--- src/design/mlfq_pkg.sv ---
package mlfq_pkg;

  localparam int MAX_PROCS = 32;
  localparam int IDX_W = $clog2(MAX_PROCS);
  localparam int ID_W = 16;
  localparam int TIME_W = 32;
  localparam int SLICE_W = 16;
  localparam int LVL_W = 2;
  localparam int ST_W = 2;
  localparam int DCNT_W = $clog2(TIME_W);

  localparam logic [IDX_W-1:0] IDX_LAST = IDX_W'(MAX_PROCS - 1);
  localparam logic [DCNT_W-1:0] DIV_LAST = DCNT_W'(TIME_W - 1);
  localparam logic [SLICE_W-1:0] SLICE_RESET = SLICE_W'(10);

  localparam logic [ST_W-1:0] ST_UPDATED = 2'd0;
  localparam logic [ST_W-1:0] ST_INSERTED = 2'd1;
  localparam logic [ST_W-1:0] ST_DROPPED = 2'd2;
  localparam logic [ST_W-1:0] ST_LISTING = 2'd3;
  localparam logic [LVL_W-1:0] TOP_LEVEL = 2'd2;

  typedef enum logic [2:0] {
    S_IDLE,
    S_SCAN,
    S_RFIN,
    S_DIV,
    S_LIST
  } state_t;

  typedef enum logic [2:0] {
    EM_NONE,
    EM_UPD,
    EM_NEW,
    EM_LIST,
    EM_EMPTY
  } emit_t;

  typedef struct packed {
    logic  load;
    logic  prune;
    logic  scan;
    logic  idx_inc;
    logic  div_step;
    emit_t emit;
  } cmd_t;

  typedef struct packed {
    logic hit;
    logic idx_last;
    logic div_last;
    logic used_cur;
    logic any_used;
    logic last_used;
    logic out_free;
  } stat_t;

endpackage

--- src/design/mlfq_priority_table.sv ---
// report word: table search one slot per cycle, then the result is registered
// snapshot word: bit-serial now_time mod slice_length, then one slot per cycle
// listing sweep, held at a used slot while output is full; one word in work at a time
// results leave through a single output register, so the next word is taken while
// the last result still waits
// reset: synchronous active low, clears the table, seen marks, output and slice_length to 10
module mlfq_priority_table (
  input  logic                               clk,
  input  logic                               rst_n,
  input  logic                               cfg_wr_en,
  input  logic [mlfq_pkg::SLICE_W-1:0]       cfg_wr_data,
  input  logic                               in_valid,
  output logic                               in_stall,
  input  logic                               in_mode,
  input  logic [mlfq_pkg::ID_W-1:0]          in_proc_id,
  input  logic [mlfq_pkg::TIME_W-1:0]        in_run_time,
  input  logic [mlfq_pkg::TIME_W-1:0]        in_now_time,
  output logic                               out_valid,
  input  logic                               out_stall,
  output logic [mlfq_pkg::ST_W-1:0]          out_status,
  output logic [mlfq_pkg::ID_W-1:0]          out_id,
  output logic [mlfq_pkg::LVL_W-1:0]         out_level,
  output logic                               out_entry_valid,
  output logic                               out_last
);

  mlfq_pkg::cmd_t  cmd;
  mlfq_pkg::stat_t st;

  mlfq_ctrl u_ctrl (
    .clk      (clk),
    .rst_n    (rst_n),
    .in_valid (in_valid),
    .in_mode  (in_mode),
    .in_stall (in_stall),
    .st       (st),
    .cmd      (cmd)
  );

  mlfq_dp u_dp (
    .clk             (clk),
    .rst_n           (rst_n),
    .cfg_wr_en       (cfg_wr_en),
    .cfg_wr_data     (cfg_wr_data),
    .in_proc_id      (in_proc_id),
    .in_run_time     (in_run_time),
    .in_now_time     (in_now_time),
    .cmd             (cmd),
    .st              (st),
    .out_valid       (out_valid),
    .out_stall       (out_stall),
    .out_status      (out_status),
    .out_id          (out_id),
    .out_level       (out_level),
    .out_entry_valid (out_entry_valid),
    .out_last        (out_last)
  );

`ifndef SYNTHESIS
  a_busy_after_accept: assert property (@(posedge clk) disable iff (!rst_n)
    (in_valid && !in_stall) |=> in_stall)
    else $error("word accepted while previous word still in work");

  a_level_range: assert property (@(posedge clk) disable iff (!rst_n)
    out_valid |-> (out_level != 2'd3))
    else $error("priority level out of range");

  a_invalid_is_last: assert property (@(posedge clk) disable iff (!rst_n)
    (out_valid && !out_entry_valid) |-> out_last)
    else $error("result without entry not marked last");

  a_report_last: assert property (@(posedge clk) disable iff (!rst_n)
    (out_valid && out_status != mlfq_pkg::ST_LISTING) |-> out_last)
    else $error("report result not marked last");
`endif

endmodule

--- src/design/mlfq_ctrl.sv ---
module mlfq_ctrl (
  input  logic           clk,
  input  logic           rst_n,
  input  logic           in_valid,
  input  logic           in_mode,
  output logic           in_stall,
  input  mlfq_pkg::stat_t st,
  output mlfq_pkg::cmd_t  cmd
);

  mlfq_pkg::state_t state_r, state_nxt;

  always_ff @(posedge clk) begin
    if (!rst_n) begin
      state_r <= mlfq_pkg::S_IDLE;
    end else begin
      state_r <= state_nxt;
    end
  end

  always_comb begin
    state_nxt = state_r;
    cmd = '0;
    cmd.emit = mlfq_pkg::EM_NONE;
    in_stall = 1'b1;
    case (state_r)
      mlfq_pkg::S_IDLE: begin
        in_stall = 1'b0;
        if (in_valid) begin
          cmd.load = 1'b1;
          cmd.prune = in_mode;
          state_nxt = in_mode ? mlfq_pkg::S_DIV : mlfq_pkg::S_SCAN;
        end
      end
      mlfq_pkg::S_SCAN: begin
        cmd.scan = 1'b1;
        if (st.hit) begin
          if (st.out_free) begin
            cmd.emit = mlfq_pkg::EM_UPD;
            state_nxt = mlfq_pkg::S_IDLE;
          end
        end else if (st.idx_last) begin
          state_nxt = mlfq_pkg::S_RFIN;
        end else begin
          cmd.idx_inc = 1'b1;
        end
      end
      mlfq_pkg::S_RFIN: begin
        if (st.out_free) begin
          cmd.emit = mlfq_pkg::EM_NEW;
          state_nxt = mlfq_pkg::S_IDLE;
        end
      end
      mlfq_pkg::S_DIV: begin
        cmd.div_step = 1'b1;
        if (st.div_last) begin
          state_nxt = mlfq_pkg::S_LIST;
        end
      end
      mlfq_pkg::S_LIST: begin
        if (!st.any_used) begin
          if (st.out_free) begin
            cmd.emit = mlfq_pkg::EM_EMPTY;
            state_nxt = mlfq_pkg::S_IDLE;
          end
        end else if (st.used_cur) begin
          if (st.out_free) begin
            cmd.emit = mlfq_pkg::EM_LIST;
            if (st.last_used) begin
              state_nxt = mlfq_pkg::S_IDLE;
            end else begin
              cmd.idx_inc = 1'b1;
            end
          end
        end else if (st.idx_last) begin
          state_nxt = mlfq_pkg::S_IDLE;
        end else begin
          cmd.idx_inc = 1'b1;
        end
      end
      default: begin
        state_nxt = mlfq_pkg::S_IDLE;
      end
    endcase
  end

endmodule

--- src/design/mlfq_dp.sv ---
module mlfq_dp (
  input  logic                              clk,
  input  logic                              rst_n,
  input  logic                              cfg_wr_en,
  input  logic [mlfq_pkg::SLICE_W-1:0]      cfg_wr_data,
  input  logic [mlfq_pkg::ID_W-1:0]         in_proc_id,
  input  logic [mlfq_pkg::TIME_W-1:0]       in_run_time,
  input  logic [mlfq_pkg::TIME_W-1:0]       in_now_time,
  input  mlfq_pkg::cmd_t                    cmd,
  output mlfq_pkg::stat_t                   st,
  output logic                              out_valid,
  input  logic                              out_stall,
  output logic [mlfq_pkg::ST_W-1:0]         out_status,
  output logic [mlfq_pkg::ID_W-1:0]         out_id,
  output logic [mlfq_pkg::LVL_W-1:0]        out_level,
  output logic                              out_entry_valid,
  output logic                              out_last
);

  logic [mlfq_pkg::SLICE_W-1:0] slice_r;
  logic [mlfq_pkg::ID_W-1:0]    pid_r;
  logic [mlfq_pkg::TIME_W-1:0]  run_r;
  logic [mlfq_pkg::TIME_W-1:0]  now_r;
  logic [mlfq_pkg::SLICE_W:0]   rem_r;
  logic [mlfq_pkg::DCNT_W-1:0]  dcnt_r;
  logic [mlfq_pkg::IDX_W-1:0]   idx_r;
  logic [mlfq_pkg::IDX_W-1:0]   free_r;
  logic                         free_vld_r;
  logic [mlfq_pkg::MAX_PROCS-1:0] used_r;
  logic [mlfq_pkg::MAX_PROCS-1:0] seen_r;
  logic [mlfq_pkg::ID_W-1:0]    id_r    [mlfq_pkg::MAX_PROCS];
  logic [mlfq_pkg::TIME_W-1:0]  srun_r  [mlfq_pkg::MAX_PROCS];
  logic [mlfq_pkg::TIME_W-1:0]  start_r [mlfq_pkg::MAX_PROCS];
  logic [mlfq_pkg::LVL_W-1:0]   lvl_r   [mlfq_pkg::MAX_PROCS];

  logic                         ov_r;
  logic [mlfq_pkg::ST_W-1:0]    ost_r;
  logic [mlfq_pkg::ID_W-1:0]    oid_r;
  logic [mlfq_pkg::LVL_W-1:0]   olvl_r;
  logic                         oev_r;
  logic                         olast_r;

  logic [mlfq_pkg::SLICE_W:0]   rem_sh;
  logic [mlfq_pkg::SLICE_W:0]   rem_nxt;
  logic [mlfq_pkg::TIME_W-1:0]  cur_run;
  logic [mlfq_pkg::TIME_W-1:0]  cur_start;
  logic [mlfq_pkg::TIME_W-1:0]  run_diff;
  logic [mlfq_pkg::LVL_W-1:0]   cur_lvl;
  logic [mlfq_pkg::LVL_W-1:0]   new_lvl;
  logic                         demote;
  logic                         boost;
  logic [mlfq_pkg::MAX_PROCS-1:0] used_above;
  logic                         out_free;

  assign cur_run   = srun_r[idx_r];
  assign cur_start = start_r[idx_r];
  assign cur_lvl   = lvl_r[idx_r];
  assign run_diff  = cur_run - cur_start;
  assign demote    = (cur_run >= cur_start) &&
                     (run_diff >= {{(mlfq_pkg::TIME_W-mlfq_pkg::SLICE_W){1'b0}}, slice_r});
  assign boost     = (slice_r != '0) && (rem_r == '0);

  always_comb begin
    new_lvl = cur_lvl;
    if (demote && cur_lvl != '0) begin
      new_lvl = cur_lvl - 2'd1;
    end
    if (boost) begin
      new_lvl = mlfq_pkg::TOP_LEVEL;
    end
  end

  assign rem_sh  = {rem_r[mlfq_pkg::SLICE_W-1:0], now_r[mlfq_pkg::TIME_W-1]};
  assign rem_nxt = (rem_sh >= {1'b0, slice_r}) ? (rem_sh - {1'b0, slice_r}) : rem_sh;

  assign used_above = (used_r >> idx_r) >> 1;
  assign out_free   = !ov_r || !out_stall;

  always_comb begin
    st.hit       = used_r[idx_r] && (id_r[idx_r] == pid_r);
    st.idx_last  = (idx_r == mlfq_pkg::IDX_LAST);
    st.div_last  = (dcnt_r == mlfq_pkg::DIV_LAST);
    st.used_cur  = used_r[idx_r];
    st.any_used  = |used_r;
    st.last_used = (used_above == '0);
    st.out_free  = out_free;
  end

  always_ff @(posedge clk) begin
    if (!rst_n) begin
      slice_r <= mlfq_pkg::SLICE_RESET;
      used_r  <= '0;
      seen_r  <= '0;
      ov_r    <= 1'b0;
    end else begin
      if (cfg_wr_en) begin
        slice_r <= cfg_wr_data;
      end
      ov_r <= (ov_r && out_stall) || (cmd.emit != mlfq_pkg::EM_NONE);
      if (cmd.prune) begin
        used_r <= used_r & seen_r;
        seen_r <= '0;
      end
      case (cmd.emit)
        mlfq_pkg::EM_UPD: begin
          seen_r[idx_r] <= 1'b1;
        end
        mlfq_pkg::EM_NEW: begin
          if (free_vld_r) begin
            used_r[free_r] <= 1'b1;
            seen_r[free_r] <= 1'b1;
          end
        end
        default: begin
        end
      endcase
    end
  end

  always_ff @(posedge clk) begin
    if (cmd.load) begin
      pid_r      <= in_proc_id;
      run_r      <= in_run_time;
      now_r      <= in_now_time;
      rem_r      <= '0;
      dcnt_r     <= '0;
      idx_r      <= '0;
      free_vld_r <= 1'b0;
    end
    if (cmd.div_step) begin
      rem_r  <= rem_nxt;
      now_r  <= {now_r[mlfq_pkg::TIME_W-2:0], 1'b0};
      dcnt_r <= dcnt_r + 1'b1;
    end
    if (cmd.scan && !used_r[idx_r] && !free_vld_r) begin
      free_r     <= idx_r;
      free_vld_r <= 1'b1;
    end
    if (cmd.idx_inc) begin
      idx_r <= idx_r + 1'b1;
    end
    case (cmd.emit)
      mlfq_pkg::EM_UPD: begin
        srun_r[idx_r] <= run_r;
        ost_r   <= mlfq_pkg::ST_UPDATED;
        oid_r   <= pid_r;
        olvl_r  <= cur_lvl;
        oev_r   <= 1'b1;
        olast_r <= 1'b1;
      end
      mlfq_pkg::EM_NEW: begin
        oid_r   <= pid_r;
        olast_r <= 1'b1;
        if (free_vld_r) begin
          id_r[free_r]    <= pid_r;
          srun_r[free_r]  <= run_r;
          start_r[free_r] <= '0;
          lvl_r[free_r]   <= mlfq_pkg::TOP_LEVEL;
          ost_r  <= mlfq_pkg::ST_INSERTED;
          olvl_r <= mlfq_pkg::TOP_LEVEL;
          oev_r  <= 1'b1;
        end else begin
          ost_r  <= mlfq_pkg::ST_DROPPED;
          olvl_r <= '0;
          oev_r  <= 1'b0;
        end
      end
      mlfq_pkg::EM_LIST: begin
        lvl_r[idx_r] <= new_lvl;
        if (demote) begin
          start_r[idx_r] <= cur_run;
        end
        ost_r   <= mlfq_pkg::ST_LISTING;
        oid_r   <= id_r[idx_r];
        olvl_r  <= new_lvl;
        oev_r   <= 1'b1;
        olast_r <= (used_above == '0);
      end
      mlfq_pkg::EM_EMPTY: begin
        ost_r   <= mlfq_pkg::ST_LISTING;
        oid_r   <= '0;
        olvl_r  <= '0;
        oev_r   <= 1'b0;
        olast_r <= 1'b1;
      end
      default: begin
      end
    endcase
  end

  assign out_valid       = ov_r;
  assign out_status      = ost_r;
  assign out_id          = oid_r;
  assign out_level       = olvl_r;
  assign out_entry_valid = oev_r;
  assign out_last        = olast_r;

endmodule

--- config.mk ---
export PLATFORM = sky130hd
export DESIGN_NAME = mlfq_priority_table
export DESIGN_NICKNAME = d
export VERILOG_FILES = /design/src/design/mlfq_pkg.sv /design/src/design/mlfq_priority_table.sv /design/src/design/mlfq_ctrl.sv /design/src/design/mlfq_dp.sv
export SDC_FILE = /design/constraint.sdc
export NUM_CORES = 2
export LEC_CHECK = 0
export BUFFER_PORTS_ARGS = -buffer_cell sky130_fd_sc_hd__buf_2
export CAP_MARGIN = 20
export CORE_MARGIN = 4
export CORE_UTILIZATION = 55
export DETAILED_ROUTE_END_ITERATION = 8
export HOLD_SLACK_MARGIN = 0.12
export PLACE_DENSITY = 0.85
export REMOVE_ABC_BUFFERS = 1
export SYNTH_ARGS = -nofsm -noshare
export SYNTH_HDL_FRONTEND = slang
export SYNTH_SLANG_ARGS = --single-unit
--- constraint.sdc ---
create_clock -name clk -period 10.05 [get_ports clk]
set_clock_uncertainty 0.15 [all_clocks]
set_input_delay 0.5025 -clock clk [delete_from_list [all_inputs] [get_ports clk]]
set_output_delay 0.5025 -clock clk [all_outputs]
set_load 0.05 [all_outputs]
==> flow_summary.json <==
{
  "status": "complete, but fails checks",
  "violations": "DRC",
  "hold_buffers": 146,
  "drive_gt1_share_pct": 26.72,
  "cpMostUsedCell": "nor2_1",
  "wl_per_cell_microns": 37.54,
  "cts.clk_slew.worst_paths_ns": 0.07,
  "area_growth_pct": 13.83,
  "synth_most_common_cell": "edfxtp_1",
  "synth_top_area_share_pct": 72.55,
  "worstMarginPinSlew_ns": 1.171,
  "place_ws_ns": 1.725,
  "grt_usage_pct": 30.25,
  "ys_async_sr_fraction_pct": 0,
  "drt_wl_total_microns": 332200,
  "fmax_ghz": 0.1160,
  "clock_latency_ns": 0.97,
  "grt_pass1_wl_microns": 467100,
  "yosysSeqAreaShare_pct": 74.15,
  "setup_ws_ns": 1.427,
  "m1WireLength_microns": 106000,
  "cts_made_buffers": 290,
  "rsz0062_at_grt": "no",
  "cpPeakStageDelay_ns": 1.02,
  "cts-resized-gates": 0,
  "num_rows": 166,
  "num_vias": 63950,
  "dpl.hpwl_microns": 164300,
  "hold_class": "in2reg",
  "grt_max_degree": 100,
  "tns_ns": 0,
  "dr_wl_met3_microns": 42530,
  "relSlewSlack_pct": 21.09,
  "critical_path_class": "reg2reg",
  "totalPowerFinal_mw": 33.93,
  "antenna_found_initial": 9,
  "dieWidth_microns": 463.5,
  "cts_tree": "done",
  "critPathLaunchType": "flop",
  "worstPathRequired_ns": 10.43,
  "die_area_sq_um": 214800,
  "peakVddDrop_mv": 0.2489,
  "post_cts_buffers": 0,
  "placed_area_sq_um": 118800,
  "yosys_warnings": 0,
  "timing.final.crit_share_pct": 85.80,
  "viasPerCell": 7.227,
  "end_kind": "flop",
  "ctsHtreeMaxLevel": 5,
  "core_region_area_sq_um": 205400,
  "maxCapViolations": 0,
  "yosys.area.top_type": "edfxtp_1",
  "die_h_microns": 463.5,
  "synth-seq-cells": 2848,
  "setup_viol": 0,
  "synth.avg_cell_area_sq_um": 20.78,
  "syn_inst": 5490,
  "met2_length_microns": 160300,
  "finalHoldViolCount": 0,
  "syn_area_sq_um": 114100,
  "synth_common_cells": "2757 x edfxtp_1, 762 x mux4_2, 183 x nor2_1, 159 x clkbuf_1, 134 x nand2_1",
  "clk_path_buf_depth": 4,
  "fin_area_sq_um": 129900,
  "ys.flop_type": "edfxtp_1",
  "grt_pass1_vias": 63950,
  "ant_nets": 0,
  "slew_violations": 0,
  "clk_root_buffer_cell": "clkbuf_16",
  "synthTopCellsByArea": "edfxtp_1 73%, mux4_2 15%, dfxtp_1 1.6%, mux2i_1 1.1%, ha_1 0.79%",
  "io_buffers": 125,
  "leakage_nw": 43.87,
  "crit_slowest_cell": "dfxtp_4",
  "period_needed_ns": 8.623,
  "top_layer": "met5",
  "finalWeightedCongestion": 0.9205,
  "crit_fanout": 47,
  "nets": 6126,
  "drt_pass1_iterations": 9,
  "drc": 5,
  "crit_arrival_ns": 9.00,
  "crit_family": "compound AO/OA/AOI/OAI gates",
  "clock_sinks": 2848,
  "ys_types": 92,
  "drt_iter0_drc": 11670,
  "crit_buf_inv": 3,
  "grt_overflow": 0,
  "synth-edff-count": 2757,
  "whs_ns": 0.1464,
  "p_per_area_nw_per_um2": 261.3,
  "ios": 126,
  "initial_core_util_pct": 55.55
}
[sequential cells by signal (all words and copies together) (netlist names), 2 cells and up, named ones only]
register / flops
u_dp.srun_r: 1024
u_dp.start_r: 1024
u_dp.id_r: 512
u_dp.lvl_r: 64
u_dp.now_r: 32
u_dp.run_r: 32
u_dp.seen_r: 32
u_dp.used_r: 32
u_dp.rem_r: 17
u_dp.out_id: 16
u_dp.pid_r: 16
u_dp.slice_r: 16
u_dp.dcnt_r: 5
u_dp.free_r: 5
u_dp.idx_r: 5
u_ctrl.state_r: 3
u_dp.out_level: 2
u_dp.out_status: 2
[cells by family after synthesis]
family | count (synthesis) | share of synthesized area (%)
adders and majority gates | 74 | 0.8246
muxes | 956 | 17.04
buffers and inverters | 360 | 1.511
xor gates and xnor gates | 42 | 0.3224
AOI/OAI and AO/OA | 530 | 3.155
DFF | 2848 | 74.15
and+or+nand+nor | 680 | 2.997
[metal layers]
layer / vias to the layer above / track usage [%]
met2: 6329 / 48.39
met3: 1402 / 7.682
met1: 32310 / 38.19
met5: - / 0
met4: 2 / 16.89
li1: 23910 / -
[worst reg2reg max path, stage by stage, from the launching register on]
cell and delay [ns]:
dfxtp_4 1.02, buf_12 0.46, mux4_2 0.65, mux4_2 0.51
mux2_2 0.40, ha_1 0.42, nor2_1 0.07, a211oi_1 0.33
nor2b_1 0.13, nand2_1 0.11, nand2_1 0.08, o21ai_0 0.30
a21oi_1 0.12, nor2_1 0.12, nor2_1 0.06, xnor2_1 0.12
ha_1 0.30, a21o_1 0.19, a21o_1 0.17, a211oi_1 0.27
o2111ai_1 0.14, nor3_1 0.13, and4_1 0.23, nand4_1 0.25
nand2_2 0.12, buf_4 0.63, o32ai_4 0.24, buf_4 0.44
[layout make-up]
cell class | count | area [sq um]
antenna | 9 | 22.52
clock buffer | 348 | 7675
clock inverter | 146 | 1296
fill | 12420 | 75530
inverter | 64 | 242.7
multi-input combinational | 2282 | 28520
sequential | 2848 | 84630
tap | 2688 | 3363
timing repair buffer | 464 | 4134
[placed cells by master, fill, tap and decap left out, drive strengths merged, types with 19 or more instances in the layout]
| cell | instances |
|---|---|
| a21boi | 63 |
| a21o | 22 |
| a21oi | 120 |
| a22o | 36 |
| a22oi | 35 |
| and3 | 48 |
| buf | 316 |
| bufinv | 23 |
| clkbuf | 350 |
| clkinv | 109 |
| dfxtp | 91 |
| dlygate4sd3 | 146 |
| edfxtp | 2757 |
| ha | 72 |
| inv | 69 |
| mux2 | 45 |
| mux2i | 132 |
| mux4 | 779 |
| nand2 | 135 |
| nand2b | 19 |
| nand3 | 97 |
| nand4 | 28 |
| nor2 | 183 |
| nor2b | 38 |
| nor3 | 35 |
| o21a | 31 |
| o21ai | 81 |
| o31ai | 25 |
| xnor2 | 25 |
[metrics by stage]
| step | util, % | std cells |
|---|---|---|
| finish | 63.23 | 8849 |
| global route | 63.23 | 8845 |
| CTS | 62.92 | 8814 |
| detailed placement | 57.85 | 8174 |
| global placement | 57.84 | 8171 |
| floorplan | - | 5194 |
[power by group]
part,switching (mW),internal (mW)
registers,0.629,13.6
clock network,4.54,6.02
logic,5.48,3.65
[worst paths after layout]
path | slack (ns) | start | cells past startpoint | end
min reg2reg | 0.38 | u_dp.used_r[31] | 2 | u_dp.used_r[31]
min | 0.15 | in_run_time[26] | 2 | u_dp.run_r[26]
max | 1.43 | flop | 27 | u_dp.start_r[17][23]
max reg2reg | 1.43 | flop | 27 | u_dp.start_r[17][23]
(Power assumes the default switching activity.)
